**src/rtl/vkvl_pkg.sv**
```systemverilog
// ----------------------------------------------------------------------------
// vkvl_pkg
// Shared widths, codes and controller/datapath types for the versioned
// key/value lookup core.
// ----------------------------------------------------------------------------
package vkvl_pkg;

  localparam int KEY_W   = 32;
  localparam int VALUE_W = 32;
  localparam int TIME_W  = 31;

  localparam int DEF_TABLE_DEPTH = 256;
  localparam int DEF_KEY_BITS    = 32;
  localparam int DEF_VALUE_BITS  = 32;

  typedef enum logic {
    ACT_SET = 1'b0,
    ACT_GET = 1'b1
  } action_t;

  typedef enum logic [1:0] {
    ST_OK        = 2'd0,
    ST_NOT_FOUND = 2'd1,
    ST_DUPLICATE = 2'd2,
    ST_FULL      = 2'd3
  } status_t;

  typedef struct packed {
    logic load;
    logic scan;
    logic commit;
  } vkvl_cmd_t;

  typedef struct packed {
    logic scan_end;
    logic out_busy;
  } vkvl_stat_t;

endpackage

```
**src/rtl/vkvl_ctrl.sv**
```systemverilog
// ----------------------------------------------------------------------------
// vkvl_ctrl
// Request sequencer: accept, scan the filled table, commit the response.
// ----------------------------------------------------------------------------
module vkvl_ctrl
  import vkvl_pkg::*;
(
  input  logic       clk,
  input  logic       rst,
  input  logic       in_valid,
  output logic       in_ready,
  input  vkvl_stat_t stat,
  output vkvl_cmd_t  cmd
);

  typedef enum logic [2:0] {
    S_IDLE   = 3'b001,
    S_SCAN   = 3'b010,
    S_FINISH = 3'b100
  } state_t;

  state_t state;
  state_t state_next;

  assign in_ready = (state == S_IDLE);

  always_comb begin
    state_next = state;
    cmd        = '0;
    unique case (state)
      S_IDLE: begin
        cmd.load = in_valid;
        if (in_valid) begin
          state_next = S_SCAN;
        end
      end
      S_SCAN: begin
        cmd.scan = 1'b1;
        if (stat.scan_end) begin
          state_next = S_FINISH;
        end
      end
      S_FINISH: begin
        cmd.commit = !stat.out_busy;
        if (!stat.out_busy) begin
          state_next = S_IDLE;
        end
      end
      default: begin
        state_next = S_IDLE;
      end
    endcase
  end

  always_ff @(posedge clk) begin
    if (rst) begin
      state <= S_IDLE;
    end else begin
      state <= state_next;
    end
  end

endmodule

```
**config.mk**
```make
export PLATFORM = sky130hd
export DESIGN_NAME = vkvl_ctrl
export DESIGN_NICKNAME = d
export VERILOG_FILES = /design/src/rtl/vkvl_pkg.sv /design/src/rtl/vkvl_ctrl.sv
export SDC_FILE = /design/constraint.sdc
export NUM_CORES = 1
export LEC_CHECK = 0
export ABC_CLOCK_PERIOD_IN_PS = 2400
export BUFFER_PORTS_ARGS = -buffer_cell sky130_fd_sc_hd__buf_2
export CELL_PAD_IN_SITES_DETAIL_PLACEMENT = 1
export CELL_PAD_IN_SITES_GLOBAL_PLACEMENT = 2
export CORE_AREA = 5 5 42 44
export DETAILED_ROUTE_END_ITERATION = 10
export DIE_AREA = 0 0 47 49
export PLACE_DENSITY = 0.55
export SLEW_MARGIN = 20
export SYNTH_ARGS = -nofsm -noshare
export SYNTH_HDL_FRONTEND = slang
export SYNTH_SLANG_ARGS = --single-unit
```
**constraint.sdc**
```tcl
create_clock -name clk -period 2.4 [get_ports clk]
set_input_delay 0.48 -clock clk [delete_from_list [all_inputs] [get_ports clk]]
set_output_delay 0.48 -clock clk [all_outputs]
set_load 0.05 [all_outputs]
```
==> results of run 1 <==
[worst paths after layout]
| check | start | end | slack [ns] |
|---|---|---|---|
| setup / recovery | state[2] | cmd[0] | 0.65 |
| hold / removal | rst | state[1] | 0.44 |
| setup reg to reg | state[1] | state[1] | 1.29 |
| hold reg to reg | state[0] | state[2] | 0.58 |
[per-stage QoR]
stage | hold WS (ns) | utilization (%) | area, sq um
after floorplan | 0.510 | - | 183
after global placement | 0.549 | 17.3 | 243
after detailed placement | 0.586 | 17.3 | 243
after CTS | 0.430 | 19.2 | 269
after global routing | 0.438 | 19.2 | 269
final | 0.440 | 19.2 | 269
[final cells by class]
type | count | area [sq um]
multi-input combinational | 12 | 119
tap | 16 | 20.0
fill | 172 | 1130
clock buffer | 4 | 26.3
timing repair buffer | 8 | 40.0
sequential | 3 | 60.1
inverter | 1 | 3.75
[power by group through the flow]
stage	registers, W	clock network, W	logic [W]
2_1_floorplan	0.0000574	0	0.0000246
3_3_place_gp	0.0000584	0	0.0000337
3_5_place_dp	0.0000591	0	0.0000343
4_1_cts	0.0000584	0.0000956	0.0000344
5_1_grt	0.0000596	0.0000989	0.0000362
6_report	0.0000583	0.0000898	0.0000339
[metal layers]
metal	vias to the layer above	part of all wire [%]
li1	89	-
met1	80	51
met2	9	37
met3	0	12
met4	0	0
met5	-	0
[critical path: cells and delay by family (launching register included)]
family	cells	cell delay, ns
flops	1	0.49
buf+inv	1	0.30
simple gates	1	0.25
[placed cells by master, fill, tap and decap left out, drive strengths merged]
cell type  netlist  layout
a211oi           2       2
nor3b            2       2
and4bb           2       2
o31ai            1       1
inv              1       1
dfxtp            3       3
or3b             1       1
nor4b            1       1
nand3b           3       3
buf              0       8
clkbuf           0       4
[kinds of logic (layout without fill, tap and decap cells)]
family / Yosys count / count (layout) / share of synthesized area, %
compound gates: 3 / 3 / 15.6
buf+inv: 1 / 13 / 2.13
flops: 3 / 3 / 34.0
simple gates: 9 / 9 / 48.2
==> results.ini, run 1 <==
[global_routing]
track_usage_pct = 5.91
grt_pass1_wl_microns = 979
grt_pass1_vias = 223
busiest_layer = met1
overflow = 0
met3_usage_pct = 3.69
met2_usage_pct = 6.56
use_met1_pct = 7.88
antenna_found_initial = 0
grt_max_degree = 10

[sta]
worstMarginPinSlew_ns = 0.303
clock_skew_ns = 0.00124
drv_slew = 0
setup_tns_ns = 0
rsz0062_at_grt = no
slew_headroom_pct = 79.8
fin_crit_ns = 1.75
period_share_pct = 72.8
finalSetupViolCount = 0
fin_ws_ns = 0.653
max_freq_mhz = 572
hold_violations = 0

[synth]
netlist_top_cells_area = dfxtp_1 34%, nand3b_1 13%, a211oi_2 7.1%, and4bb_1 7.1%, and4bb_2 7.1%
synth_edf_count = 0
synth_seq_cells = 3
synth_top_area_share_pct = 34.0
yosys_warnings = 0
synthArstFlopShare_pct = 0
ys_top_cells_by_count = 3 x dfxtp_1, 3 x nand3b_1
synthFlopType = dfxtp_1
syn_area_sq_um = 176
synth_top_cell_by_area = dfxtp_1
syn_inst = 16
syn_avg_cell_area_sq_um = 11.0
yosysSeqAreaShare_pct = 34.0
synth_cell_types = 12
synthesis.nets = 21

[power]
power_frac_comb_pct = 18.6
p_leak_nw = 0.105
clkPwrFrac_pct = 49.3
cellPowerDensity_nw_per_um2 = 677
intPower_w = 0.000127
p_sw_share_pct = 30.2
p_sw_w = 0.0000549
power_w = 0.000182
seqPwrFrac_pct = 32.0
vdd_ir_drop_max_mv = 0.137

[die]
dieArea_sq_um = 2300
ios = 9
initial_utilization_pct = 12.6
chipHeight_microns = 49
rows = 14
fp.dieW_microns = 47
core_sq_um = 1400

[finish]
area_growth_pct = 52.5
layoutNonFillerInstCount = 44
nNetsFinal = 34
drive_gt1_share_pct = 53.6
top_regs = state (3)
diodes = 0
largest_reg_flops = 3
top_register = state

[routing]
wl_microns = 526
first_iter_violations = 0
wl_per_cell_microns = 12.0
drc = 0
antenna_left = 0
drt_first_pass_iters = 1
route.vias.total = 178
viasPerCell = 4.05

[worst_setup_path]
slowest_delay_ns = 0.49
critPathRequiredTime_ns = 1.92
critPathKind = flip-flop to output port
startpoint_type = flip-flop
reg2reg_depth = 2
cp.arrival_ns = 1.27
cpMaxStageDelayCell = dfxtp_1
path_max_fanout = 8
endpoint_kind = output port
path_cells = nor4b_2 > buf_2

[clock_network]
clk_latency_ns = 0.23
h-tree-depth = 1
clock_sinks = 3
cts.path.max_buffers = 2
cts_hold_buffers = 0
cts_tree = done
cts_setup_buffers = 0
cts-buffers-inserted = 3
cts_root_buf = clkbuf_4
ctsResizeCount = 0
clk_pin_slew_ns = 0.04

[placement]
port_buffers = 8
dp_hpwl_microns = 383
gp_congestion = 0.724
place_ws_ns = 0.805
placed_cells = 40

[run]
cap_violations = 0

[worst_hold_path]
hold_path_depth = 2
worst_hold_path_type = primary input to flip-flop

[run_status]
status = finished, final reports clean

(Power assumes the default switching activity.)
==> run 2, diff against run 1 <==
- ABC_CLOCK_PERIOD_IN_PS: 2400 -> 1700
- clock period: 2.4 -> 1.7 ns (I/O delays scaled with it)
==> run 2 against run 1 <==
Against the previous run:
- clock power increased by 44%
- utilization increased by 0.54 points
- first-iteration DRC count increased by 2
- power increased by 44%
- combinational power increased by 45%
- non-clock buffer count unchanged
- flip-flop and latch count unchanged
- largest power group unchanged
==> results.ini, run 2 (synthesis gave the netlist of run 1 again) <==
[finish]
multi_input_area_sq_um = 124  ; +4.2%
area_growth_pct = 56.7
largest_reg_flops = 3  ; unchanged
top_register = state
diodes = 0  ; unchanged
fin_util_pct = 19.7  ; +0.54 points
ff_latch_area_sq_um = 62.6  ; +4.2%
top_regs = state (3)
layout_common_cells = 8 x buf_2, 3 x nand3b_1, 3 x clkbuf_4, 2 x nor3b_2, 2 x dfxtp_2
nNetsFinal = 34  ; unchanged
drive_gt1_share_pct = 64.3  ; +11 points
final_common_cell = buf_2
layoutNonFillerInstCount = 44  ; unchanged
fillers = 177  ; +2.9%

[routing]
drc = 0  ; unchanged
route.vias.total = 183  ; +2.8%
antenna_left = 0  ; unchanged
wl_microns = 562  ; +6.8%
drt_first_pass_iters = 2  ; +1
first_iter_violations = 2  ; +2
wl_per_cell_microns = 12.8  ; +6.8%
viasPerCell = 4.16  ; +2.8%

[clock_network]
clk_pin_slew_ns = 0.04  ; about the same
cts_root_buf = clkbuf_4
clk_latency_ns = 0.23  ; about the same
cts-buffers-inserted = 3  ; unchanged
cts_hold_buffers = 0  ; unchanged
cts_setup_buffers = 0  ; unchanged
ctsResizeCount = 0  ; unchanged
h-tree-depth = 1  ; unchanged
cts_tree = done
clock_sinks = 3  ; unchanged
cts.path.max_buffers = 2  ; unchanged

[global_routing]
grt_pass1_vias = 207  ; -7.2%
overflow = 0  ; unchanged
track_usage_pct = 5.77  ; -0.14 points
grt_pass1_wl_microns = 938  ; -4.2%
grt_max_degree = 10  ; unchanged
antenna_found_initial = 0  ; unchanged

[sta]
period_share_pct = 92.8
hold_violations = 0  ; unchanged
fin_crit_ns = 1.58
clock_skew_ns = 0.000856  ; -0.000385 ns
max_freq_mhz = 634
rsz0062_at_grt = no
finalSetupViolCount = 0  ; unchanged
slew_headroom_pct = 81.5  ; +1.7 points
whs_ns = 0.294  ; -0.146 ns
drv_slew = 0  ; unchanged
worstMarginPinSlew_ns = 0.278  ; -0.0255 ns

[die]
dieArea_sq_um = 2300  ; unchanged
rows = 14  ; unchanged
core_sq_um = 1400  ; unchanged
chipHeight_microns = 49  ; unchanged
initial_utilization_pct = 12.6  ; unchanged
fp.dieW_microns = 47  ; unchanged
ios = 9  ; unchanged

[placement]
dp_hpwl_microns = 401  ; +4.6%
placed_cells = 40  ; unchanged
gp_congestion = 0.712  ; -1.7%
port_buffers = 8  ; unchanged

[power]
p_leak_nw = 0.108  ; +3.4%
cellPowerDensity_nw_per_um2 = 946  ; +40%
vdd_ir_drop_max_mv = 0.204  ; +49%

[worst_setup_path]
path_cells = and4bb_1 > buf_2
slowest_delay_ns = 0.47  ; -0.02 ns
cpMaxStageDelayCell = dfxtp_1
endpoint_kind = output port
critPathRequiredTime_ns = 1.36  ; -0.56 ns
path_max_fanout = 8  ; unchanged
startpoint_type = flip-flop
critPathKind = flip-flop to output port
cp.arrival_ns = 1.24  ; -0.03 ns

[worst_hold_path]
worst_hold_path_type = primary input to flip-flop

[run_status]
status = finished, final reports clean

[run]
cap_violations = 0  ; unchanged

run 2: cell counts in the layout (fill, tap and decap cells not counted):
No cell type changed its count.
run 2: per-layer routing:
| metal | vias up | track usage (%) | wire (microns) | share of wire (%) |
|---|---|---|---|---|
| met2 | 9 | 6.33 | 229 | 41 |
| li1 | 90 | - | - | - |
| met1 | 84 | 7.88 | 268 | 48 |
| met4 | 0 | 4.15 | 0 | 0 |
| met5 | - | 0 | 0 | 0 |
| met3 | 0 | 3.32 | 64 | 11 |
run 2: stage by stage:
step	instance area [sq um]	total power [W]	setup slack (ns)	setup TNS [ns]
floorplan	188	0.000117	-0.0141	-0.0141
global placement	248	0.000131	0.386	0
detailed placement	248	0.000133	0.340	0
CTS	274	0.000268	0.0771	0
global route	277	0.000279	0.0410	0
finish	277	0.000261	0.123	0
run 2: path summary, 6_finish.rpt:
kind | startpoint | cells after the start | to | slack [ns]
worst min-delay path | rst | 2 | state[1] | 0.29
worst min register to register | state[2] | 1 | state[1] | 0.50
worst max register to register | state[0] | 2 | state[1] | 0.64
worst max-delay path | state[0] | 2 | cmd[2] | 0.12
run 2: where the power goes:
| group | leakage (nW) | total (W) | switching [W] | internal (W) |
|---|---|---|---|---|
| clock | 0.0150 | 0.000129 | 0.0000409 | 0.0000882 |
| sequential | 0.0255 | 0.0000832 | 0.00000829 | 0.0000749 |
| combinational | 0.0680 | 0.0000491 | 0.0000313 | 0.0000178 |
run 2: layout make-up:
class | instances | share of cell area, %
Clock buffer | 4 | 9.50
Tap cell | 16 | 7.24
Multi-Input combinational cell | 12 | 44.8
Timing Repair Buffer | 8 | 14.5
Sequential cell | 3 | 22.6
Inverter | 1 | 1.36
run 2: worst max-delay path, delay by kind of cell, from the launching register on:
kind | cells | cell delay (ns)
and+or+nand+nor | 1 | 0.26
buffers and inverters | 1 | 0.27
DFF | 1 | 0.47
==> run 3, diff against run 2 <==
- ABC_CLOCK_PERIOD_IN_PS: 1700 -> 1450
- PLACE_DENSITY: 0.55 -> 0.56
- SLEW_MARGIN: 20 -> 15
- clock period: 1.7 -> 1.45 ns (I/O delays scaled with it)
==> run 3 against run 2 <==
Against the previous run:
- power rose by 20%
- clock power up 18%
- worst hold slack got worse by 0.049 ns
- sequential power rose by 18%
- register-to-register slack got worse by 0.25 ns
- critical endpoint unchanged
- cell count is the same
- combinational power increased by 29%
- highest routed layer unchanged
- global-route usage about the same
- via count is 2.7% lower
==> results.ini, run 3 (synthesis gave the netlist of run 1 again) <==
[sta]
hold_violations = 0  ; unchanged
worstMarginPinSlew_ns = 0.248  ; -0.0296 ns
rsz0062_at_grt = yes
clock_skew_ns = 0.00659  ; +0.00574 ns
fin_crit_ns = 1.39
whs_ns = 0.245  ; -0.0486 ns
finalSetupViolCount = 0  ; unchanged
drv_slew = 0  ; unchanged
max_freq_mhz = 718
fin_ws_ns = 0.0580  ; -0.0651 ns
slew_headroom_pct = 83.6  ; +2.1 points
period_share_pct = 96.0

[clock_network]
clk_pin_slew_ns = 0.04  ; about the same
cts_hold_buffers = 0  ; unchanged
cts-buffers-inserted = 3  ; unchanged
cts_root_buf = clkbuf_4
clock_sinks = 3  ; unchanged
h-tree-depth = 1  ; unchanged
cts_setup_buffers = 0  ; unchanged
ctsResizeCount = 6  ; +6
cts_tree = done
cts.path.max_buffers = 2  ; unchanged
clk_latency_ns = 0.24  ; about the same

[run]
cap_violations = 0  ; unchanged

[finish]
top_regs = state (3)
drive_gt1_share_pct = 67.9  ; +3.6 points
largest_reg_flops = 3  ; unchanged
area_growth_pct = 66.0
top_register = state
final_common_cell = buf_2
layout_common_cells = 5 x buf_2, 3 x nand3b_1, 3 x clkbuf_4, 3 x dfxtp_2
diodes = 0  ; unchanged
fillers = 173  ; -2.3%
fin_area_sq_um = 293  ; +5.9%
nNetsFinal = 34  ; unchanged

[die]
chipHeight_microns = 49  ; unchanged
fp.dieW_microns = 47  ; unchanged
ios = 9  ; unchanged
core_sq_um = 1400  ; unchanged
rows = 14  ; unchanged
initial_utilization_pct = 12.6  ; unchanged
dieArea_sq_um = 2300  ; unchanged

[power]
cellPowerDensity_nw_per_um2 = 1070  ; +13%
p_leak_nw = 0.110  ; +1.7%
power_w = 0.000313  ; +20%
vdd_ir_drop_max_mv = 0.205  ; +0.54%

[global_routing]
overflow = 0  ; unchanged
grt_pass1_vias = 199  ; -3.9%
antenna_found_initial = 0  ; unchanged
track_usage_pct = 5.77  ; about the same
grt_pass1_wl_microns = 897  ; -4.4%
grt_max_degree = 10  ; unchanged

[worst_setup_path]
crit_buf_inv = 1  ; unchanged
endpoint_kind = output port
startpoint_type = flip-flop
reg2reg_depth = 2  ; unchanged
critPathKind = flip-flop to output port
cp.arrival_ns = 1.10  ; -0.14 ns
critPathTopFamily = flip-flops
reg2reg_slack_ns = 0.39  ; -0.25 ns
cpMaxStageDelayCell = dfxtp_2
reg2reg_to = state[1]
critPathRequiredTime_ns = 1.16  ; -0.20 ns
path_cells = and4bb_1 > buf_6
slowest_delay_ns = 0.35  ; -0.12 ns
path_max_fanout = 8  ; unchanged
r2r-start = state[1]

[placement]
place_ws_ns = 0.151  ; -0.188 ns
dpl_cell_area_sq_um = 248  ; unchanged
port_buffers = 8  ; unchanged
gp_congestion = 0.671  ; -5.7%

[routing]
wl_per_cell_microns = 12.2  ; -4.4%
viasPerCell = 4.05  ; -2.7%
antenna_left = 0  ; unchanged
drc = 0  ; unchanged
wl_microns = 537  ; -4.4%
drt_first_pass_iters = 2  ; unchanged
route.vias.total = 178  ; -2.7%
first_iter_violations = 2  ; unchanged

[worst_hold_path]
worst_hold_path_type = primary input to flip-flop
hold_path_depth = 2  ; unchanged
min-delay-start = rst
hold_end = state[1]

[run_status]
status = finished, final reports clean

-- run 3: layout make-up --
class	instances	area, sq um	share of cell area, %
Clock buffer	4	26.3	8.97
Inverter	1	3.75	1.28
Multi-Input combinational cell	12	124	42.3
Sequential cell	3	63.8	21.8
Tap cell	16	20.0	6.84
Timing Repair Buffer	8	55.1	18.8
-- run 3: worst max-delay path by stage --
| stage | depth (start not counted) | startpoint | slack, ns | end |
|---|---|---|---|---|
| after global routing | 2 | state[1] | -0.006 | cmd[1] |
| after global placement | 2 | state[1] | 0.15 | cmd[1] |
| after floorplan | 1 | state[2] | -0.21 | cmd[0] |
| after CTS | 2 | state[2] | 0.03 | cmd[2] |
| final | 2 | state[2] | 0.06 | cmd[2] |
| after detailed placement | 2 | state[1] | 0.15 | cmd[1] |
-- run 3: through the flow --
step	TNS [ns]	instances	utilization (%)
CTS	0	44	20.4
detailed placement	0	40	17.7
global route	-0.00567	44	20.9
global placement	0	40	17.7
floorplan	-0.220	16	-
finish	0	44	20.9
-- run 3: where the power goes --
part           switching, W  leakage, nW  internal, W
clock             0.0000486       0.0150     0.000104
combinational     0.0000382       0.0701    0.0000249
sequential       0.00000987       0.0252    0.0000883
-- run 3: worst register-to-register path: stages (launching register included) --
cell,delay (ns)
dfxtp_2,0.40
or3b_1,0.38
a211oi_2,0.19
-- run 3: per-layer routing --
layer	wire length [microns]	GRT usage [%]	vias up
met5	0	0	-
met4	0	5.53	0
met3	70	3.32	0
met1	256	7.46	80
li1	-	-	89
met2	210	6.11	9
